`config.mk`:
```
export PLATFORM = sky130hd
export DESIGN_NAME = htlp_fifo
export DESIGN_NICKNAME = d
export VERILOG_FILES = /design/src/rtl/htlp_pkg.sv /design/src/rtl/htlp_fifo.sv
export SDC_FILE = /design/constraint.sdc
export NUM_CORES = 1
export LEC_CHECK = 0
export CAP_MARGIN = 25
export CORE_MARGIN = 3
export CORE_UTILIZATION = 30
export DETAILED_ROUTE_END_ITERATION = 8
export DONT_BUFFER_PORTS = 1
export GPL_ROUTABILITY_DRIVEN = 0
export PLACE_DENSITY = 0.46
export SLEW_MARGIN = 25
export SYNTH_ARGS = -nofsm -noshare
export SYNTH_HDL_FRONTEND = slang
export SYNTH_SLANG_ARGS = --single-unit
```
`constraint.sdc`:
```
create_clock -name clock -period 8.9 [get_ports clock]
set_clock_uncertainty 0.15 [all_clocks]
set_input_delay 1.78 -clock clock [delete_from_list [all_inputs] [get_ports clock]]
set_output_delay 1.78 -clock clock [all_outputs]
set_load 0.02 [all_outputs]
```
`src/rtl/htlp_pkg.sv`:
```
// types and constants shared by the linear probe hash table
// no dependencies
package htlp_pkg;

   typedef struct packed {
      logic [1:0]  operation;
      logic [63:0] key;
      logic [63:0] value;
   } req_type;

   typedef struct packed {
      logic [1:0]  status;
      logic [63:0] value_out;
      logic [8:0]  entry_count;
   } rsp_type;

   typedef enum logic [1:0] {
      OP_PUT = 2'd0,
      OP_GET = 2'd1,
      OP_DEL = 2'd2,
      OP_NONE = 2'd3
   } op_type;

   typedef enum logic [1:0] {
      ST_OK = 2'd0,
      ST_NOT_FOUND = 2'd1,
      ST_FULL = 2'd2
   } status_type;

   typedef enum logic [1:0] {
      SLOT_EMPTY = 2'd0,
      SLOT_LIVE = 2'd1,
      SLOT_TOMB = 2'd2
   } slot_type;

   typedef enum logic [2:0] {
      FE_IDLE,
      FE_HASH,
      FE_MOD,
      FE_PUSH
   } fe_state_type;

   typedef enum logic [2:0] {
      BE_IDLE,
      BE_READ,
      BE_CHECK,
      BE_DONE
   } be_state_type;

   localparam logic [63:0] HASH_SEED = 64'h013811c9dc5beafa;

endpackage

```
`src/rtl/htlp_fifo.sv`:
```
// short queue of classified items between front and back end
// depends on htlp_pkg
module htlp_fifo #(
   parameter int IDX_W = 8
) (
   input  logic              clock,
   input  logic              reset,
   input  logic              in_valid,
   output logic              in_ready,
   input  htlp_pkg::req_type in_req,
   input  logic [IDX_W-1:0]  in_home,
   output logic              out_valid,
   input  logic              out_ready,
   output htlp_pkg::req_type out_req,
   output logic [IDX_W-1:0]  out_home
);
   htlp_pkg::req_type req_ff [2];
   logic [IDX_W-1:0] home_ff [2];
   logic wp_ff, rp_ff;
   logic [1:0] cnt_ff;
   logic wr, rd;

   assign in_ready = (cnt_ff != 2'd2);
   assign out_valid = (cnt_ff != 2'd0);
   assign wr = in_valid && in_ready;
   assign rd = out_valid && out_ready;
   assign out_req = req_ff[rp_ff];
   assign out_home = home_ff[rp_ff];

   always_ff @(posedge clock) begin
      if (reset) begin
         wp_ff <= 1'b0;
         rp_ff <= 1'b0;
         cnt_ff <= 2'd0;
      end else begin
         if (wr) wp_ff <= ~wp_ff;
         if (rd) rp_ff <= ~rp_ff;
         cnt_ff <= cnt_ff + {1'b0, wr} - {1'b0, rd};
      end
      if (wr) begin
         req_ff[wp_ff] <= in_req;
         home_ff[wp_ff] <= in_home;
      end
   end

`ifndef ASSERT_OFF
   a_no_over: assert property (@(posedge clock) disable iff (reset)
      cnt_ff == 2'd2 |-> !in_ready) else $error("queue overflow");
   a_cnt: assert property (@(posedge clock) disable iff (reset)
      cnt_ff <= 2'd2) else $error("bad count");
   a_stable: assert property (@(posedge clock) disable iff (reset)
      out_valid && !out_ready |=> out_valid) else $error("item lost");
`endif
endmodule

```
-- Word-level counts from Yosys, hierarchy flattened
Memory sizes are Yosys's and may differ from the RTL's. A register that Yosys moved wholly into a read port is not among the register bits.
Index checks and enable logic that the tools add are counted.
- input port bits: 142
- ROM bits: 0
- word-level logic and storage cells: 19
- memories kept: 2
- flip-flop bits (word level): 4
- output and inout bits: 140
- bits in writable memories: 276
- latch bits: 0
- memory list (memory ; words ; width ; read ports ; clocked after memory_dff ; write ports ; RTL line ; RTL):
    req_ff ; 2 ; 130 ; 1 ; 1 ; 1 ; htlp_fifo.sv:17 ; htlp_pkg::req_type req_ff [2];
    home_ff ; 2 ; 8 ; 1 ; 1 ; 1 ; htlp_fifo.sv:18 ; logic [IDX_W-1:0] home_ff [2];
- magnitude comparators: 0
- multiply operators: 0
- shift operators: 0
- equal/unequal tests: 1
- bitwise operators: 2
- reduce and logical (&&, ||, !) cells: 3
- add/subtract/negate cells: 2
- div/mod/pow operators: 0
- multiplexer cells: 6
- operator list (cell ; number):
    $mux W1 ; 6
    $add A2 B1 Y2 ; 1
    $logic_and A1 B1 Y1 ; 2
    $ne A2 B2 Y1 const B ; 1
    $not A1 Y1 ; 2
    $reduce_bool A2 Y1 ; 1
    $sub A2 B1 Y2 ; 1

-- Longest topological paths before layout
Gate-level depths: netlist of run 1.
- depth after elaboration: 4
- depth in mapped cells: 8

-- Worst setup path after synthesis of run 1
Ideal clock, no wire load.
- kind: input port to flip-flop
- start point: input port in_valid
- end point: memory home_ff[0][0], enable pin
- setup slack: 0.510 ns
- data arrival time: 7.602 ns
- stages: 2
- path through: nand2_1 > nor2_1
- longest elaborated chain between the ends: 3
- RTL lines (what ; RTL line ; RTL):
    start, declared ; htlp_fifo.sv:8 ; input logic in_valid,
    $logic_and A1 B1 Y1 ; htlp_fifo.sv:25 ; assign wr = in_valid && in_ready;
    $mux W1 ; htlp_fifo.sv:40 ; if (wr) begin
    $mux W1 (not written as such) ; htlp_fifo.sv:42 ; home_ff[wp_ff] <= in_home;
    end, declared ; htlp_fifo.sv:18 ;
No other way between the ends.

==> results.py, run 1 <==
metrics = {
    "yosys": {
        "synth_seq_cells": 281,
        "avgSynthCellArea_um2": 22.6,
        "synth_top_area_share_pct": 81.0,
        "synth_nets": 597,
        "syn_area_mm2": 0.0102,
        "synth_warnings": 0,
        "synth.distinct_cells": 16,
        "ys_seq_area_share_pct": 82.0,
        "synth_top_area_cell": "edfxtp_1",
        "synthCells": 453,
        "synth_area_leaders": "edfxtp_1 81%, mux2_2 15%, buf_6 1.5%",
    },
    "die": {
        "die_w_um": 191,
        "row_count": 67,
        "core_mm2": 0.0336,
        "num_io_pins": 282,
        "dieArea_mm2": 0.0364,
        "die_h_um": 191,
        "start_util_pct": 30.4,
    },
    "critical_path": {
        "required_ps": 6970,
        "rr_startpoint": "cnt_ff[0]",
        "cp.arrival_ps": 2730,
        "reg2reg_to": "req_ff[1][17]",
        "slowest_stage": "dfxtp_4",
        "cp_num_buf_inv": 2,
        "crit_path_start_kind": "flip-flop",
        "crit_chain": "buf_4 -> buf_16 -> mux2_2",
        "worst_setup_path_end_kind": "output port",
        "crit_type": "reg2out",
        "cp_max_fo": 62,
        "reg2reg_setup_slack_ps": 6290,
        "r2r_cells": 3,
        "critPathTopFamily": "flip-flops",
        "crit_path_max_incr_delay_ps": 860,
    },
    "clock_tree": {
        "root_buffer": "clkbuf_16",
        "cts.sinks": 281,
        "insertion_delay_ps": 540,
        "cts_buffer_depth": 3,
        "cts_resized": 0,
        "cts_tree": "yes",
        "cts_setup_buffers": 0,
        "clk_pin_slew_ps": 60,
        "hold_buffers": 0,
        "cts_buffers": 30,
        "cts_htree_levels": 1,
    },
    "grt": {
        "track_usage_pct": 10.2,
        "grt_pass1_vias": 4449,
        "grt_max_degree": 81,
        "antenna_found_initial": 0,
        "grt_pass1_wl_mm": 28.2,
        "grt_overflow": 0,
    },
    "routing": {
        "drc": 0,
        "avgRoutedWirePerCell_um": 20.5,
        "viasPerCell": 4.31,
        "vias": 4076,
        "drt_iter0_drc": 142,
        "ant_nets": 0,
        "drt-total-wl_mm": 19.4,
        "first_pass_iters": 4,
    },
    "placement": {
        "io_buffer_count": 0,
        "dpl-instance-area_mm2": 0.0107,
        "pre_cts_slack_ps": 4560,
        "dp_hpwl_mm": 12.9,
    },
    "sta": {
        "min_period_ps": 4660,
        "fmax_ghz": 0.214,
        "fin_setup_tns_ps": 0,
        "rsz0062_at_grt": "no",
        "fin_ws_ps": 4240,
        "drv_slew": 0,
        "timing.final.crit_share_pct": 52.4,
        "final_hold_viol_count": 0,
        "maxSlewHeadroom_pct": 37.7,
        "tightest_slew_ps": 934,
        "setup_viol": 0,
    },
    "run": {
        "drv_cap": 0,
    },
    "worst_hold_path": {
        "hold_path.class": "reg2reg",
        "hold_path_depth": 2,
        "min_to": "rp_ff",
        "hp-start": "rp_ff",
    },
    "power_and_ir_drop": {
        "powerDensity_mw_per_mm2": 310,
        "ir_drop_v": 0.000196,
        "p_leak_uw": 0.00368,
    },
    "layout": {
        "final_nets": 620,
        "drive_above_1_share_pct": 38.0,
        "finalInstanceArea_mm2": 0.0116,
        "syn_to_final_growth_pct": 13.8,
        "mostFrequentLayoutCells": "276 x edfxtp_1, 139 x mux2_2, 31 x clkbuf_16",
        "antennaDiodeCount": 0,
        "final_common_cell": "edfxtp_1",
    },
    "outcome": {
        "status": "finished clean",
    },
}
-- synthesized netlist by cell type, drive strengths merged --
cell type and number:
edfxtp 276, mux2 139, buf 15, dfxtp 5, nor2 5, ha 2, nor2b 2, xnor2 2
and3 1, inv 1, nand2 1, nand2b 1, o21a 1, or2 1, xor2 1
-- per-layer routing --
layer  up-vias  part of all wire (%)  GRT usage (%)
met5         -                     0              0
met2       191                    49           16.9
met1      2017                    35           10.5
met4         0                   2.0           2.68
met3        26                    15           6.95
li1       1842                     -              -
-- where the power goes --
part	leakage, µW	internal, µW	switching (µW)	total (µW)
Clock	0.000444	657	463	1120
Sequential	0.00262	1670	74.0	1740
Combinational	0.000617	243	504	747
-- worst max-delay path by stage --
stage	endpoint	start	cells past startpoint	slack (ps)
4_1_cts	out_req[99]	flip-flop	2	3940
5_1_grt	out_req[15]	flip-flop	3	4010
2_1_floorplan	home_ff[0][0]	in_valid	2	510
6_report	out_req[54]	flip-flop	3	4240
3_3_place_gp	out_req[53]	flip-flop	2	4630
3_5_place_dp	out_req[38]	flip-flop	2	4560
-- through the flow --
stage               hold slack, ps  total power [µW]  std cells  utilization (%)
floorplan                      331              2440        453                -
global placement               347              2510        890             31.8
detailed placement             354              2520        890             31.8
CTS                            376              3670        944             34.5
global route                   404              3780        946             34.6
finish                         370              3610        946             34.6
-- sequential cells by signal, indices dropped and copies added (netlist names), named ones only --
signal,count
rp_ff,1
home_ff,16
wp_ff,1
cnt_ff,2
req_ff,260
-- final cells by class --
type | instances | area [µm²]
multi-input cells | 156 | 1690
repair buffers | 6 | 88.8
clock inverters | 19 | 114
inverters | 1 | 3.75
clock buffers | 35 | 791
fillers | 3128 | 22000
flip-flops and latches | 281 | 8390
well taps | 448 | 561
-- worst min-delay path: cells and delay by family, from the launching register on --
kind,cells,cell delay (ps)
DFF,1,320
xor gates and xnor gates,1,90
and+or+nand+nor,1,80
-- kinds of logic after synthesis --
group                    after synthesis  synth area share (%)
XOR/XNOR                               3                 0.257
AND/OR/NAND/NOR                       11                 0.526
adder cells (fa/ha/maj)                2                 0.245
flip-flops                           281                  82.0
AO/OA/AOI/OAI                          1                0.0734
buffers and inverters                 16                  1.63
multiplexers                         139                  15.3
No activity file was read; power rests on OpenSTA's default activity.
==> inputs of run 2 (changes only) <==
==> constraint.sdc (replaced) <==
create_clock -name clock -period 4.4 [get_ports clock]
set_clock_uncertainty 0.15 [all_clocks]
set_input_delay 0.88 -clock clock [delete_from_list [all_inputs] [get_ports clock]]
set_output_delay 0.88 -clock clock [all_outputs]
set_load 0.02 [all_outputs]
==> run 2 against run 1 <==
Sequential power grew 100%. Core utilization rose by 0.056 points. Power increased by 110%. Register-to-register slack got worse by 4400 ps. Sequential share of layout area decreased by 0.12 points. Hold slack got worse by 120 ps. Final cell count decreased by 0.21%. Combinational power grew 110%. Critical endpoint is now out_req[40].
==> results.py, run 2 (synthesis gave the netlist of run 1 again) <==
metrics = {
    "power_and_ir_drop": {
        "powerDensity_mw_per_mm2": 635,
        "ir_drop_v": 0.000485,
        "p_leak_uw": 0.00369,
    },
    "clock_tree": {
        "cts_tree": "yes",
        "clk_pin_slew_ps": 60,
        "cts_resized": 0,
        "root_buffer": "clkbuf_16",
        "insertion_delay_ps": 540,
        "cts_setup_buffers": 0,
        "cts.sinks": 281,
        "cts_htree_levels": 1,
        "hold_buffers": 0,
        "cts_buffer_depth": 3,
        "cts_buffers": 29,
    },
    "grt": {
        "antenna_found_initial": 1,
        "grt_overflow": 0,
        "grt_pass1_wl_mm": 28.8,
        "grt_pass1_vias": 4516,
        "grt_max_degree": 80,
        "track_usage_pct": 10.5,
    },
    "critical_path": {
        "rr_startpoint": "cnt_ff[0]",
        "required_ps": 3370,
        "reg2reg_to": "req_ff[1][87]",
        "cp.arrival_ps": 2100,
        "cp_max_fo": 41,
        "crit_type": "reg2out",
        "crit_path_start_kind": "flip-flop",
        "r2r_cells": 3,
        "reg2reg_setup_slack_ps": 1930,
        "worst_setup_path_end_kind": "output port",
    },
    "die": {
        "row_count": 67,
        "dieArea_mm2": 0.0364,
        "num_io_pins": 282,
        "die_w_um": 191,
        "core_mm2": 0.0336,
        "start_util_pct": 30.4,
        "die_h_um": 191,
    },
    "worst_hold_path": {
        "min_to": "cnt_ff[0]",
        "hp-start": "reset",
        "hold_path.class": "in2reg",
        "hold_path_depth": 1,
    },
    "layout": {
        "fin_cells": 944,
        "final_common_cell": "edfxtp_1",
        "mostFrequentLayoutCells": "276 x edfxtp_1, 139 x mux2_2, 29 x clkbuf_16",
        "top_regs": "req_ff x260, home_ff x16, cnt_ff x2",
        "regMostFlops": "req_ff",
        "antennaDiodeCount": 0,
        "finalInstanceArea_mm2": 0.0117,
        "syn_to_final_growth_pct": 13.9,
        "drive_above_1_share_pct": 38.7,
        "largest_reg_flops": 260,
        "final_nets": 619,
    },
    "routing": {
        "vias": 4133,
        "first_pass_iters": 5,
        "drt_iter0_drc": 217,
        "viasPerCell": 4.38,
        "avgRoutedWirePerCell_um": 21.3,
        "drt-total-wl_mm": 20.1,
        "drc": 0,
        "ant_nets": 0,
    },
    "sta": {
        "rsz0062_at_grt": "no",
        "maxSlewHeadroom_pct": 43.1,
        "fmax_ghz": 0.319,
        "timing.final.crit_share_pct": 71.2,
        "drv_slew": 0,
        "setup_viol": 0,
        "final_hold_viol_count": 0,
        "min_period_ps": 3130,
        "fin_ws_ps": 1270,
        "tightest_slew_ps": 853,
        "fin_setup_tns_ps": 0,
    },
    "outcome": {
        "status": "finished clean",
    },
    "placement": {
        "pre_cts_slack_ps": 1780,
        "dpl-instance-area_mm2": 0.0107,
        "placed_cells": 892,
        "io_buffer_count": 0,
        "dp_hpwl_mm": 13.8,
    },
    "run": {
        "drv_cap": 0,
    },
}
-- run 2: cell count changes in the layout (fill, tap and decap cells not counted), sizes merged --
| cell | change |
|---|---|
| clkinv | -1 |
| clkbuf | -5 |
| bufinv | +3 |
| clkinvlp | +1 |
-- run 2: layout make-up --
cell class              count  area [µm²]
fillers                  3159       22000
flip-flops and latches    281        8390
multi-input cells         156        1690
clock buffers              30         729
well taps                 448         561
clock inverters            22         209
repair buffers              6        73.8
inverters                   1        3.75
-- run 2: stage by stage --
stage / total power [µW] / hold slack, ps / utilization [%]
5_1_grt: 7740 / 209 / 34.7
3_5_place_dp: 5130 / 355 / 31.9
3_3_place_gp: 5100 / 348 / 31.9
4_1_cts: 7540 / 209 / 34.7
2_1_floorplan: 4890 / 331 / -
6_report: 7410 / 252 / 34.7
-- run 2: where the power goes --
group | switching [µW] | internal, µW
sequential | 114 | 3370
clock | 946 | 1430
combinational | 1070 | 483
-- run 2: per-layer routing --
metal	share of wire (%)	global-route usage [%]
met4	3.1	3.70
met5	0.060	0
met1	32	10.4
met2	51	17.8
met3	14	6.84
-- run 2: worst max path at each step --
stage	from	endpoint	slack, ps
global route	flip-flop	out_req[40]	1110
global placement	flip-flop	out_req[42]	1840
floorplan	in_valid	home_ff[0][0]	780
CTS	flip-flop	out_req[40]	1190
finish	flip-flop	out_req[40]	1270
detailed placement	flip-flop	out_req[40]	1780
-- run 2: critical path, cell delays in order (launching register included) --
cell and delay (ps):
dfxtp_4 560, buf_4 500, mux2_2 470
