<file path="config.mk">
export PLATFORM = sky130hd
export DESIGN_NAME = htlp_front
export DESIGN_NICKNAME = d
export VERILOG_FILES = /design/src/rtl/htlp_pkg.sv /design/src/rtl/htlp_front.sv
export SDC_FILE = /design/constraint.sdc
export NUM_CORES = 1
export LEC_CHECK = 0
export ABC_CLOCK_PERIOD_IN_PS = 10700
export BUFFER_PORTS_ARGS = -buffer_cell sky130_fd_sc_hd__buf_2
export CORE_ASPECT_RATIO = 0.75
export CORE_UTILIZATION = 45
export DETAILED_ROUTE_END_ITERATION = 8
export PLACE_DENSITY = 0.67
export SETUP_SLACK_MARGIN = 0.05
export SKIP_CTS_REPAIR_TIMING = 1
export SYNTH_ARGS = -nofsm -noshare
export SYNTH_HDL_FRONTEND = slang
export SYNTH_SLANG_ARGS = --single-unit
</file>
<file path="constraint.sdc">
create_clock -name clock -period 10.7 [get_ports clock]
set_input_delay 1.07 -clock clock [delete_from_list [all_inputs] [get_ports clock]]
set_output_delay 1.07 -clock clock [all_outputs]
set_load 0.03 [all_outputs]
</file>
<file path="src/rtl/htlp_pkg.sv">
// types and constants shared by the linear probe hash table
// no dependencies
package htlp_pkg;

   typedef struct packed {
      logic [1:0]  operation;
      logic [63:0] key;
      logic [63:0] value;
   } req_type;

   typedef struct packed {
      logic [1:0]  status;
      logic [63:0] value_out;
      logic [8:0]  entry_count;
   } rsp_type;

   typedef enum logic [1:0] {
      OP_PUT = 2'd0,
      OP_GET = 2'd1,
      OP_DEL = 2'd2,
      OP_NONE = 2'd3
   } op_type;

   typedef enum logic [1:0] {
      ST_OK = 2'd0,
      ST_NOT_FOUND = 2'd1,
      ST_FULL = 2'd2
   } status_type;

   typedef enum logic [1:0] {
      SLOT_EMPTY = 2'd0,
      SLOT_LIVE = 2'd1,
      SLOT_TOMB = 2'd2
   } slot_type;

   typedef enum logic [2:0] {
      FE_IDLE,
      FE_HASH,
      FE_MOD,
      FE_PUSH
   } fe_state_type;

   typedef enum logic [2:0] {
      BE_IDLE,
      BE_READ,
      BE_CHECK,
      BE_DONE
   } be_state_type;

   localparam logic [63:0] HASH_SEED = 64'h013811c9dc5beafa;

endpackage

</file>
<file path="src/rtl/htlp_front.sv">
// front end: accepts an item, normalizes the key, hashes it a byte a cycle
// and reduces the hash modulo the size by restoring division; depends on htlp_pkg
module htlp_front #(
   parameter int IDX_W = 8,
   parameter int KEY_BYTES = 8
) (
   input  logic                  clock,
   input  logic                  reset,
   input  logic                  req_push,
   output logic                  req_full,
   input  htlp_pkg::req_type     req_data,
   input  logic [IDX_W:0]        size,
   output logic                  job_valid,
   input  logic                  job_ready,
   output htlp_pkg::req_type     job_req,
   output logic [IDX_W-1:0]      job_home
);
   htlp_pkg::fe_state_type state_ff, state_in;
   htlp_pkg::req_type req_ff, req_in;
   logic [63:0] hash_ff, hash_in;
   logic [63:0] rem_ff, rem_in;
   logic [6:0] cnt_ff, cnt_in;
   logic [63:0] raw_ff, raw_in, nkey_ff, nkey_in;
   logic [7:0] b;
   logic [64:0] trial;

   always_comb begin
      b = raw_ff[cnt_ff[2:0]*8 +: 8];
      trial = {rem_ff, hash_ff[63]} - {{(64-IDX_W){1'b0}}, size};
   end

   always_comb begin
      state_in = state_ff;
      case (state_ff)
         htlp_pkg::FE_IDLE: if (req_push) state_in = htlp_pkg::FE_HASH;
         htlp_pkg::FE_HASH:
            if (b == 8'd0 || cnt_ff == 7'(KEY_BYTES - 1)) state_in = htlp_pkg::FE_MOD;
         htlp_pkg::FE_MOD: if (cnt_ff == 7'd63) state_in = htlp_pkg::FE_PUSH;
         htlp_pkg::FE_PUSH: if (job_ready) state_in = htlp_pkg::FE_IDLE;
         default: state_in = htlp_pkg::FE_IDLE;
      endcase
   end

   always_comb begin
      req_in = req_ff;
      hash_in = hash_ff;
      rem_in = rem_ff;
      cnt_in = cnt_ff;
      case (state_ff)
         htlp_pkg::FE_IDLE: begin
            req_in = req_data;
            req_in.key = 64'd0;
            hash_in = htlp_pkg::HASH_SEED;
            cnt_in = 7'd0;
         end
         htlp_pkg::FE_HASH: begin
            if (b != 8'd0) begin
               hash_in = ((hash_ff ^ {56'd0, b}) << 8) + {56'd0, b};
            end
            cnt_in = cnt_ff + 7'd1;
            if (state_in == htlp_pkg::FE_MOD) begin
               cnt_in = 7'd0;
               rem_in = 64'd0;
            end
         end
         htlp_pkg::FE_MOD: begin
            if (!trial[64]) rem_in = trial[63:0];
            else rem_in = {rem_ff[62:0], hash_ff[63]};
            hash_in = {hash_ff[62:0], 1'b0};
            cnt_in = cnt_ff + 7'd1;
         end
         default: ;
      endcase
   end

   // key bytes kept separately while hashing
   always_comb begin
      raw_in = raw_ff;
      nkey_in = nkey_ff;
      if (state_ff == htlp_pkg::FE_IDLE) begin
         raw_in = req_data.key;
         nkey_in = 64'd0;
      end else if (state_ff == htlp_pkg::FE_HASH && raw_ff[cnt_ff[2:0]*8 +: 8] != 8'd0)
         nkey_in[cnt_ff[2:0]*8 +: 8] = raw_ff[cnt_ff[2:0]*8 +: 8];
   end

   always_ff @(posedge clock) begin
      if (reset) state_ff <= htlp_pkg::FE_IDLE;
      else state_ff <= state_in;
      req_ff <= req_in;
      hash_ff <= hash_in;
      rem_ff <= rem_in;
      cnt_ff <= cnt_in;
      raw_ff <= raw_in;
      nkey_ff <= nkey_in;
   end

   assign req_full = (state_ff != htlp_pkg::FE_IDLE);
   assign job_valid = (state_ff == htlp_pkg::FE_PUSH);
   always_comb begin
      job_req = req_ff;
      job_req.key = nkey_ff;
   end
   assign job_home = rem_ff[IDX_W-1:0];
endmodule

</file>
Yosys cells after proc, flatten, opt, wreduce, memory -nomap -nowiden. Cells that the tools add are included.

Bits in registers: 332.

Add/subtract/negate cells: 4. Equality and inequality tests: 8. Shift-type cells: 3. Mux-type cells: 13. Bitwise logic cells: 1. Reductions and logical operators: 10.

Operators with widths (number): 64-bit two-way mux (3); 64-bit case mux with 3 select lines (1); 64-bit case mux with 2 select lines (1); 65-bit by 9-bit subtractor with 65-bit output (1); 64-bit by 8-bit adder with 64-bit output (1); 64-bit bitwise mux (1); 8-bit by 34-bit variable shift with 64-bit output (first input constant) (1); 64-bit by 7-bit variable part select with 8-bit output (1); 8-bit by 34-bit variable part select with 64-bit output (1); 56-bit by 8-bit XOR with 56-bit output (1); 6-bit negator with 34-bit output (1); 7-bit case mux with 3 select lines (1); 3-bit two-way mux (4); 3-bit case mux with 4 select lines (1); 3-bit by 2-bit == test with 1-bit output (second input constant) (3); 8-bit zero test (1); 8-bit nonzero test (1); 7-bit by 1-bit adder with 7-bit output (second input constant) (1); 7-bit by 3-bit == test with 1-bit output (second input constant) (1); 7-bit by 6-bit == test with 1-bit output (second input constant) (1); 7-bit two-way mux (1); 3-bit nonzero test (2); 2-bit inequality test (second input constant) (2); 2-bit AND reduction (2); 5 further kinds (5).

Longest topological paths before layout. Gate-level depths: netlist of the first run.

Word-level depth: 8. Gate-level depth with buffers: 13. Gate-level depth less buffers: 11.

Worst setup path after synthesis of the first run. Ideal clock, no wire load.

Path type: flip-flop to flip-flop. Start point: register cnt_ff[0]. End point: register hash_ff[0] (enable). Library setup time: 726 ps. Arrival: 3692 ps. Slack: 6282 ps. Stages on the path, launching flop included: 9. Path buffers: 2. Cell sequence: edfxtp_1 -> buf_2 -> buf_2 -> mux4_2 -> nand2_1 -> nand2_1 -> or4_1 -> and2_1 -> o21bai_1.

Word-level cells in the longest chain between the ends: 4.

RTL lines: start, declared (RTL line htlp_front.sv:22) `logic [6:0] cnt_ff, cnt_in;`; start signal, assigned (RTL line htlp_front.sv:93) `cnt_ff <= cnt_in;`; 64-bit by 7-bit variable part select with 8-bit output (RTL line htlp_front.sv:28) `b = raw_ff[cnt_ff[2:0]*8 +: 8];`; 8-bit nonzero test (RTL line htlp_front.sv:57) `if (b != 8'd0) begin`; 2-bit inequality test (no line); 2-bit AND reduction (no line); end signal, assigned (RTL line htlp_front.sv:91) `hash_ff <= hash_in;`; end, declared (RTL line htlp_front.sv:20) `logic [63:0] hash_ff, hash_in;`.

Every way passes these cells. A chain may end at the register's enable or synchronous reset.

Final worst setup path of the first run.
Start point: input port size[0]. End point: register rem_ff[46], data pin.

Word-level cells in the longest chain between the ends: 3.

RTL lines: start, declared (RTL line htlp_front.sv:12) `input logic [IDX_W:0] size,`; 65-bit by 9-bit subtractor with 65-bit output (RTL line htlp_front.sv:29) `trial = {rem_ff, hash_ff[63]} - {{(64-IDX_W){1'b0}}, size};`; 64-bit two-way mux (RTL line htlp_front.sv:67) `if (!trial[64]) rem_in = trial[63:0];`; 64-bit case mux with 2 select lines (RTL line htlp_front.sv:49) `case (state_ff)`; end signal, assigned (RTL line htlp_front.sv:92) `rem_ff <= rem_in;`; end, declared (RTL line htlp_front.sv:21) `logic [63:0] rem_ff, rem_in;`.

Every way passes these cells.

==> summary.md, run 1 <==
| Metric | Value |
|---|---|
| Status | finished, final reports clean |
| Worst Clk Skew | 0.03040 ns |
| DIE AREA | roughly 0.033 mm2 |
| Worst-skew pair later-pin latency | 0.54 ns |
| Hold Crit Class | flip-flop to flip-flop |
| Crit-path max FO | 11 |
| CTS tree | done |
| Max Used Layer | met5 |
| Psw | 0.0006251 W |
| Post-synth top flop | edfxtp_1 |
| Post-Layout Inst Area | 0.01735 mm2 |
| Fmax | 231.3 MHz |
| Most common cell after layout, fill and taps aside | buf_2 |
| Element type at the critical path end | flip-flop |
| Drt first pass iters | 7 |
| VDD IR max | 0.1547 mV |
| Slew Limit Fails | 0 |
| Ports | between 200 and 300 |
| Met3 Wirelength | 2602 um |
| Worst Path Required | 10.98 ns |
| Clk pwr share | roughly two fifths |
| Logic pwr share | 5.9% |
| Clock transition at path regs | 0.06 ns |
| Vias/cell | roughly 5.6 |
| Met1 Routed Length | 15480 um |
| Core Area | 0.03153 mm2 |
| Crit path kind | primary input to flip-flop |
| Leakage | a little under 7 nW |
| Synth top area cells | edfxtp_1 55%, dfxtp_1 9.2%, nand2_1 5.2% |
| Final Hold Viols | 0 |
| Worst-Margin Slew | 1.145 ns |
| Crit share post-route | 40.40% |
| P&R area growth vs syn | 19.24% |
| Initial antenna violation count | 9 |
| PD cells | approximately 160 mW/mm2 |
| Mapped Area | 0.01455 mm2 |
| Die Y | approximately 160 um |
| Cells after synthesis | about 1200 |
| Slew margin rel. | a little under a quarter |
| HPWL Detailed | 25100 um |
| Total grt overflow | 0 |
| Netlist cell types | 67 |
| Syn avg cell area | 12.28 um2 |
| Tmin final | 4.323 ns |
| Number of core rows | 56 |
| First-pass GRT wire length | 54970 um |
| Root Buffer | clkbuf_16 |
| Async set-reset flop share out of synthesis | 0% |
| Synth top area share | 54.68% |
| Number of global-route vias before repair | 9928 |
| Overall power | roughly 0.0028 W |
| Fin Setup TNS | 0 ns |
| Via Count | 10560 |
| Reg power frac | between 50% and 60% |
| Post-Place Cells | 1815 |
| Setup-failing EPs final | 0 |
| Fin worst setup slack | 6.377 ns |
| Drt wl/cell | 19.29 um |
| Die W | 209.7 um |
| Clock Sinks | 332 |
| Syn_nets | 1344 |
| Register area share after synthesis | approximately 64% |
| Crit path DAT | 4.60 ns |
| RSZ-0062 raised after global routing | no |
| Final-stage net count | 1604 |
| DP Worst Slack | about 5.9 ns |
| YS warnings | 0 |
| Starting Density | 46.16% |
| Non-Filler Instances | 1882 |
| CTS max path bufs | 3 |
| Largest net degree at the start of global routing | 88 |
| Max-cap violations | 0 |
| Cell Area, Placed | ~0.016 mm2 |
| Wirelength, routed | roughly 36000 um |
| Yosys reg bits | 332 |
| Int Pwr | 0.002143 W |
| GRT Total Usage | 21.50% |
| Total CTS buffers | 34 |
| CTS HTree Levels | 2 |
| Share of layout cells above drive strength 1 | 25.49% |
| Most frequent cells in the layout | 282 x buf_2, 265 x edfxtp_1, 202 x nand2_1, 67 x dfxtp_1, 57 x nor2_1 |
| Post-synth EDFFs | approximately 270 |
| Routability cong. | 0.8873 |
| Metal2 WL | between 15000 and 20000 um |
| Number of port buffers | 282 |
| Critical Path Start Type | primary input |
| Initial DRC Count | 853 |
| Sw Share | a little under a quarter |
| Area leader, netlist | edfxtp_1 |
| DRC Markers | 0 |
| Final ANT Viol Nets | 0 |
-- critical path, stage by stage --
cell and delay [ns]:
buf_2 0.08, ha_1 0.15, inv_1 0.05, fa_1 0.40, a21o_1 0.19, a221oi_1 0.66
o21ai_1 0.46, nor2_1 0.18, nor4bb_2 0.93, a31oi_1 0.18, a41o_1 0.24
-- kinds of logic (layout without fill, tap and decap cells) --
family | Yosys count | count (layout) | synth area share [%]
flops | 332 | 332 | 63.89
other cells | 1 | 6 | 0.02577
fa+ha+maj | 16 | 16 | 1.427
xor+xnor | 30 | 30 | 1.805
simple gates | 426 | 426 | 14.01
mux | 73 | 73 | 6.259
compound gates | 218 | 218 | 9.990
buf+inv | 89 | 375 | 2.588
-- stage by stage --
stage | hold WS, ns | util, %
detailed placement | 0.4489 | 51.63
CTS | 0.4594 | 55.00
global placement | 0.4423 | 51.63
finish | 0.4564 | 55.04
global route | 0.4748 | 55.03
floorplan | 0.5122 | -
-- synth_stat cells (5+ instances only) --
cell and count:
edfxtp_1 265, nand2_1 203, dfxtp_1 67, nor2_1 57, a21oi_1 56, mux2i_1 55, clkbuf_1 44, o21ai_0 43
nand3_1 30, a22o_1 29, nor3_1 29, or3_1 24, xnor2_1 23, a22oi_1 22, inv_1 22, or4_1 17
ha_1 15, mux4_2 14, o31ai_1 14, nand2b_1 11, a31oi_1 10, nand4_1 10, nor4_1 10, buf_1 9
buf_4 8, xor2_1 7, a41o_1 6, a21o_1 5, and3_1 5, o311ai_0 5, o41ai_1 5
-- layer usage --
metal	vias up	GRT usage [%]
met3	64	5.376
met2	385	35.15
met4	2	6.813
li1	4988	-
met5	-	0
met1	5118	28.24
-- power groups by stage --
stage | Sequential (W) | Clock [W] | Combinational [W]
after floorplan | 0.00151 | 0 | 0.0000689
after global placement | 0.00148 | 0 | 0.000163
after detailed placement | 0.00148 | 0 | 0.000165
after CTS | 0.00145 | 0.00118 | 0.000165
after global routing | 0.00146 | 0.00123 | 0.000176
final | 0.00145 | 0.00115 | 0.000164
-- final cells by class --
cell class / count / area (um2)
Clock buffer: 42 / 902.1
Multi-Input combinational cell: 764 / 4911
Tap cell: 406 / 508.0
Timing Repair Buffer: 290 / 1471
Antenna cell: 5 / 12.51
Fill cell: 2686 / 14180
Clock inverter: 20 / 161.4
Sequential cell: 332 / 9299
Inverter: 23 / 88.84
-- sequential cells by signal, summed over array words and instances, names as in the netlist --
register	count
cnt_ff	7
hash_ff	64
job_req	66
nkey_ff	64
raw_ff	64
rem_ff	64
state_ff	3
-- final timing paths --
| check | start | end | slack (ns) | cells after the start |
|---|---|---|---|---|
| setup / recovery | size[0] | rem_ff[46]$_SDFFCE_PN0P_ | 6.38 | 11 |
| hold / removal | nkey_ff[5]$_SDFFE_PP0P_ | nkey_ff[5]$_SDFFE_PP0P_ | 0.46 | 2 |
| setup reg to reg | cnt_ff[0]$_SDFFCE_PN0P_ | rem_ff[59]$_SDFFCE_PN0P_ | 6.46 | 9 |
| hold reg to reg | nkey_ff[5]$_SDFFE_PP0P_ | nkey_ff[5]$_SDFFE_PP0P_ | 0.46 | 2 |
Power figures use the tool's default switching activity.
==> run 2: changes to the inputs <==
ABC_CLOCK_PERIOD_IN_PS = 3700   (was 10700)
PLACE_DENSITY = 0.7   (was 0.67)
clock period = 3.7 ns   (was 10.7 ns; I/O delays follow)
==> run 2 against run 1 <==
  * Hold slack worse by 0.45 ns
  * Combinational power rose to 3.5 times the previous value
  * First-iteration DRC count up 25%
  * Largest cell class unchanged
==> summary.md, run 2 (synthesized netlist as in run 1, its figures left out) <==
| Metric | Value |
|---|---|
| Max FFs per register | 66 (unchanged) |
| Worst Path Required | 4.10 ns (was 10.98 ns) |
| GRT Total Usage | 21.59% (was 21.50%) |
| DIE AREA | 0.03307 mm2 (unchanged) |
| Share of layout cells above drive strength 1 | 25.30% (was 25.49%) |
| Leakage | 7.288 nW (was 6.738 nW) |
| Worst-Margin Slew | 0.9206 ns (was 1.145 ns) |
| Number of global-route vias before repair | 10170 (was 9928) |
| Final ANT Viol Nets | 0 (unchanged) |
| Worst-skew pair later-pin latency | 0.54 ns (about the same) |
| Element type at the critical path end | flip-flop (unchanged) |
| Total grt overflow | 0 (unchanged) |
| Clock transition at path regs | 0.06 ns (about the same) |
| Total CTS buffers | 35 (was 34) |
| P&R area growth vs syn | 27.47% (was 19.24%) |
| CP delay by family, top | simple AND/OR/NAND/NOR gates (was compound AO/OA/AOI/OAI gates) |
| Starting Density | 46.16% (unchanged) |
| HPWL Detailed | 25690 um (was 25100 um) |
| FF-to-FF Start | rem_ff[15]$_SDFFCE_PN0P_ (was cnt_ff[0]$_SDFFCE_PN0P_) |
| Max-cap violations | 0 (unchanged) |
| VDD IR max | 0.4449 mV (was 0.1547 mV) |
| Hold path depth | 1 (was 2) |
| Slew Limit Fails | 0 (unchanged) |
| CTS tree | done (unchanged) |
| Tmin final | 3.387 ns |
| Wirelength, routed | 38920 um (was 36300 um) |
| Worst path cell trace | or4_1 -> nor4_1 -> nand4_2 -> buf_4 -> or4_4 -> and2_4 -> or4_1 -> nand2_1 (was buf_2 -> ha_1 -> inv_1 -> fa_1 -> a21o_1 -> a221oi_1 -> o21ai_1 -> nor2_1 -> nor4bb_2 -> a31oi_1 -> a41o_1) |
| Vias/cell | 5.589 (was 5.609) |
| Slew margin rel. | 38.63% (was 23.40%) |
| Cell mode on critical path | or4_1 |
| Die Y | 157.7 um (unchanged) |
| RSZ-0062 raised after global routing | no (unchanged) |
| Initial DRC Count | 1069 (was 853) |
| Number of core rows | 56 (unchanged) |
| Fin Setup TNS | 0 ns (unchanged) |
| Via Count | 11160 (was 10560) |
| Most common cell after layout, fill and taps aside | buf_2 (unchanged) |
| R2R Path End | rem_ff[60]$_SDFFCE_PN0P_ (was rem_ff[59]$_SDFFCE_PN0P_) |
| Worst Clk Skew | 0.02584 ns (was 0.03040 ns) |
| FF/Latch Area | 0.009299 mm2 (unchanged) |
| Clock Sinks | 332 (unchanged) |
| Initial antenna violation count | 2 (was 9) |
| Drt wl/cell | 19.49 um (was 19.29 um) |
| Final core utilization | 58.84% (was 55.04%) |
| Largest net degree at the start of global routing | 114 (was 88) |
| Die W | 209.7 um (unchanged) |
| Crit-path max FO | 8 (was 11) |
| Largest stage delay, worst path | 0.57 ns (was 0.93 ns) |
| DRC Markers | 0 (unchanged) |
| Final Hold Viols | 0 (unchanged) |
| PD cells | 446.6 mW/mm2 (was 159.5 mW/mm2) |
| CTS max path bufs | 3 (unchanged) |
| Root Buffer | clkbuf_16 (unchanged) |
| Reg2Reg Depth | 8 (was 9) |
| Most frequent cells in the layout | 282 x buf_2, 265 x edfxtp_1, 202 x nand2_1, 88 x dlygate4sd3_1, 67 x dfxtp_1 (was 282 x buf_2, 265 x edfxtp_1, 202 x nand2_1, 67 x dfxtp_1, 57 x nor2_1) |
| Crit path kind | flip-flop to flip-flop (was primary input to flip-flop) |
| Routability cong. | 0.8694 (was 0.8873) |
| Crit path DAT | 3.79 ns (was 4.60 ns) |
| Critical Path Start Type | flip-flop (was primary input) |
| Worst hold start | req_data[125] (was nkey_ff[5]$_SDFFE_PP0P_) |
| Hold Crit Class | primary input to flip-flop (was flip-flop to flip-flop) |
| Hold endpoint | raw_ff[61]$_DFFE_PP_ (was nkey_ff[5]$_SDFFE_PP0P_) |
| Fmax | 295.2 MHz |
| Setup-failing EPs final | 0 (unchanged) |
| First-pass GRT wire length | 55750 um (was 54970 um) |
| Status | finished, final reports clean (unchanged) |
| Worst R2R Setup Slack | 0.31 ns (was 6.46 ns) |
| Final hold slack | 0.004405 ns (was 0.4564 ns) |
| Ports | 283 (unchanged) |
| Multi-input logic area | 0.004910 mm2 (was 0.004911 mm2) |
| Layout fillers | 2494 (was 2686) |
| Final-stage net count | 1721 (was 1604) |
| Crit share post-route | 91.55% |
| Drt first pass iters | 5 (was 7) |
| CP max-delay cell | or4_1 (was nor4bb_2) |
| CTS HTree Levels | 2 (unchanged) |
| Worst path buffer plus inverter count | 1 (was 2) |
| Number of port buffers | 282 (unchanged) |
| Core Area | 0.03153 mm2 (unchanged) |
-- run 2: cell types whose count changed in the layout (fill, tap and decap cells not counted), sizes merged --
| cell | change |
|---|---|
| buf | +28 |
| clkbuf | +10 |
| clkinv | -7 |
| clkinvlp | -1 |
| diode | -3 |
| dlygate4sd3 | +88 |
-- run 2: how the worst max path moves through the flow --
stage | from | to | slack (ns) | depth (start not counted)
final | rem_ff[15]$_SDFFCE_PN0P_ | rem_ff[60]$_SDFFCE_PN0P_ | 0.31 | 8
after global placement | size[0] | rem_ff[43]$_SDFFCE_PN0P_ | 0.31 | 13
after floorplan | state_ff[0]$_SDFF_PP0_ | nkey_ff[10]$_SDFFE_PP0P_ | 0.06 | 9
after CTS | hash_ff[63]$_SDFFCE_PN0P_ | rem_ff[11]$_SDFFCE_PN0P_ | 0.25 | 13
after detailed placement | size[0] | rem_ff[11]$_SDFFCE_PN0P_ | 0.25 | 13
after global routing | hash_ff[63]$_SDFFCE_PN0P_ | rem_ff[47]$_SDFFCE_PN0P_ | 0.11 | 13
-- run 2: where the power goes --
group / leakage (nW) / total (W) / internal [W] / switching, W
Combinational: 3.70 / 0.000574 / 0.000231 / 0.000344
Sequential: 3.04 / 0.00420 / 0.00415 / 0.0000479
Clock: 0.549 / 0.00351 / 0.00203 / 0.00148
-- run 2: routing by layer --
layer | vias to the layer above | track usage (%) | share of wire (%)
met1 | 5427 | 29.07 | 43
met4 | 0 | 6.187 | 2.0
met3 | 62 | 5.237 | 7.0
li1 | 5230 | - | -
met2 | 443 | 34.88 | 48
met5 | - | 0 | 0
-- run 2: area by class of cell --
class / count / area share [%]
diodes: 2 / 0.02698
well taps: 406 / 2.738
multi-input cells: 764 / 26.47
flip-flops and latches: 332 / 50.12
inverters: 23 / 0.4856
clock inverters: 12 / 0.7486
clock buffers: 52 / 5.396
repair buffers: 406 / 14.01
-- run 2: stage by stage --
| stage | std cells | power [W] | worst slack, ns | cell area (um2) |
|---|---|---|---|---|
| CTS | 1907 | 0.008266 | 0.2508 | 17660 |
| finish | 1997 | 0.008286 | 0.3125 | 18550 |
| floorplan | 1185 | 0.004558 | 0.05766 | 14570 |
| detailed placement | 1843 | 0.004768 | 0.2458 | 16520 |
| global placement | 1843 | 0.004756 | 0.3125 | 16520 |
| global route | 1997 | 0.008541 | 0.1063 | 18550 |
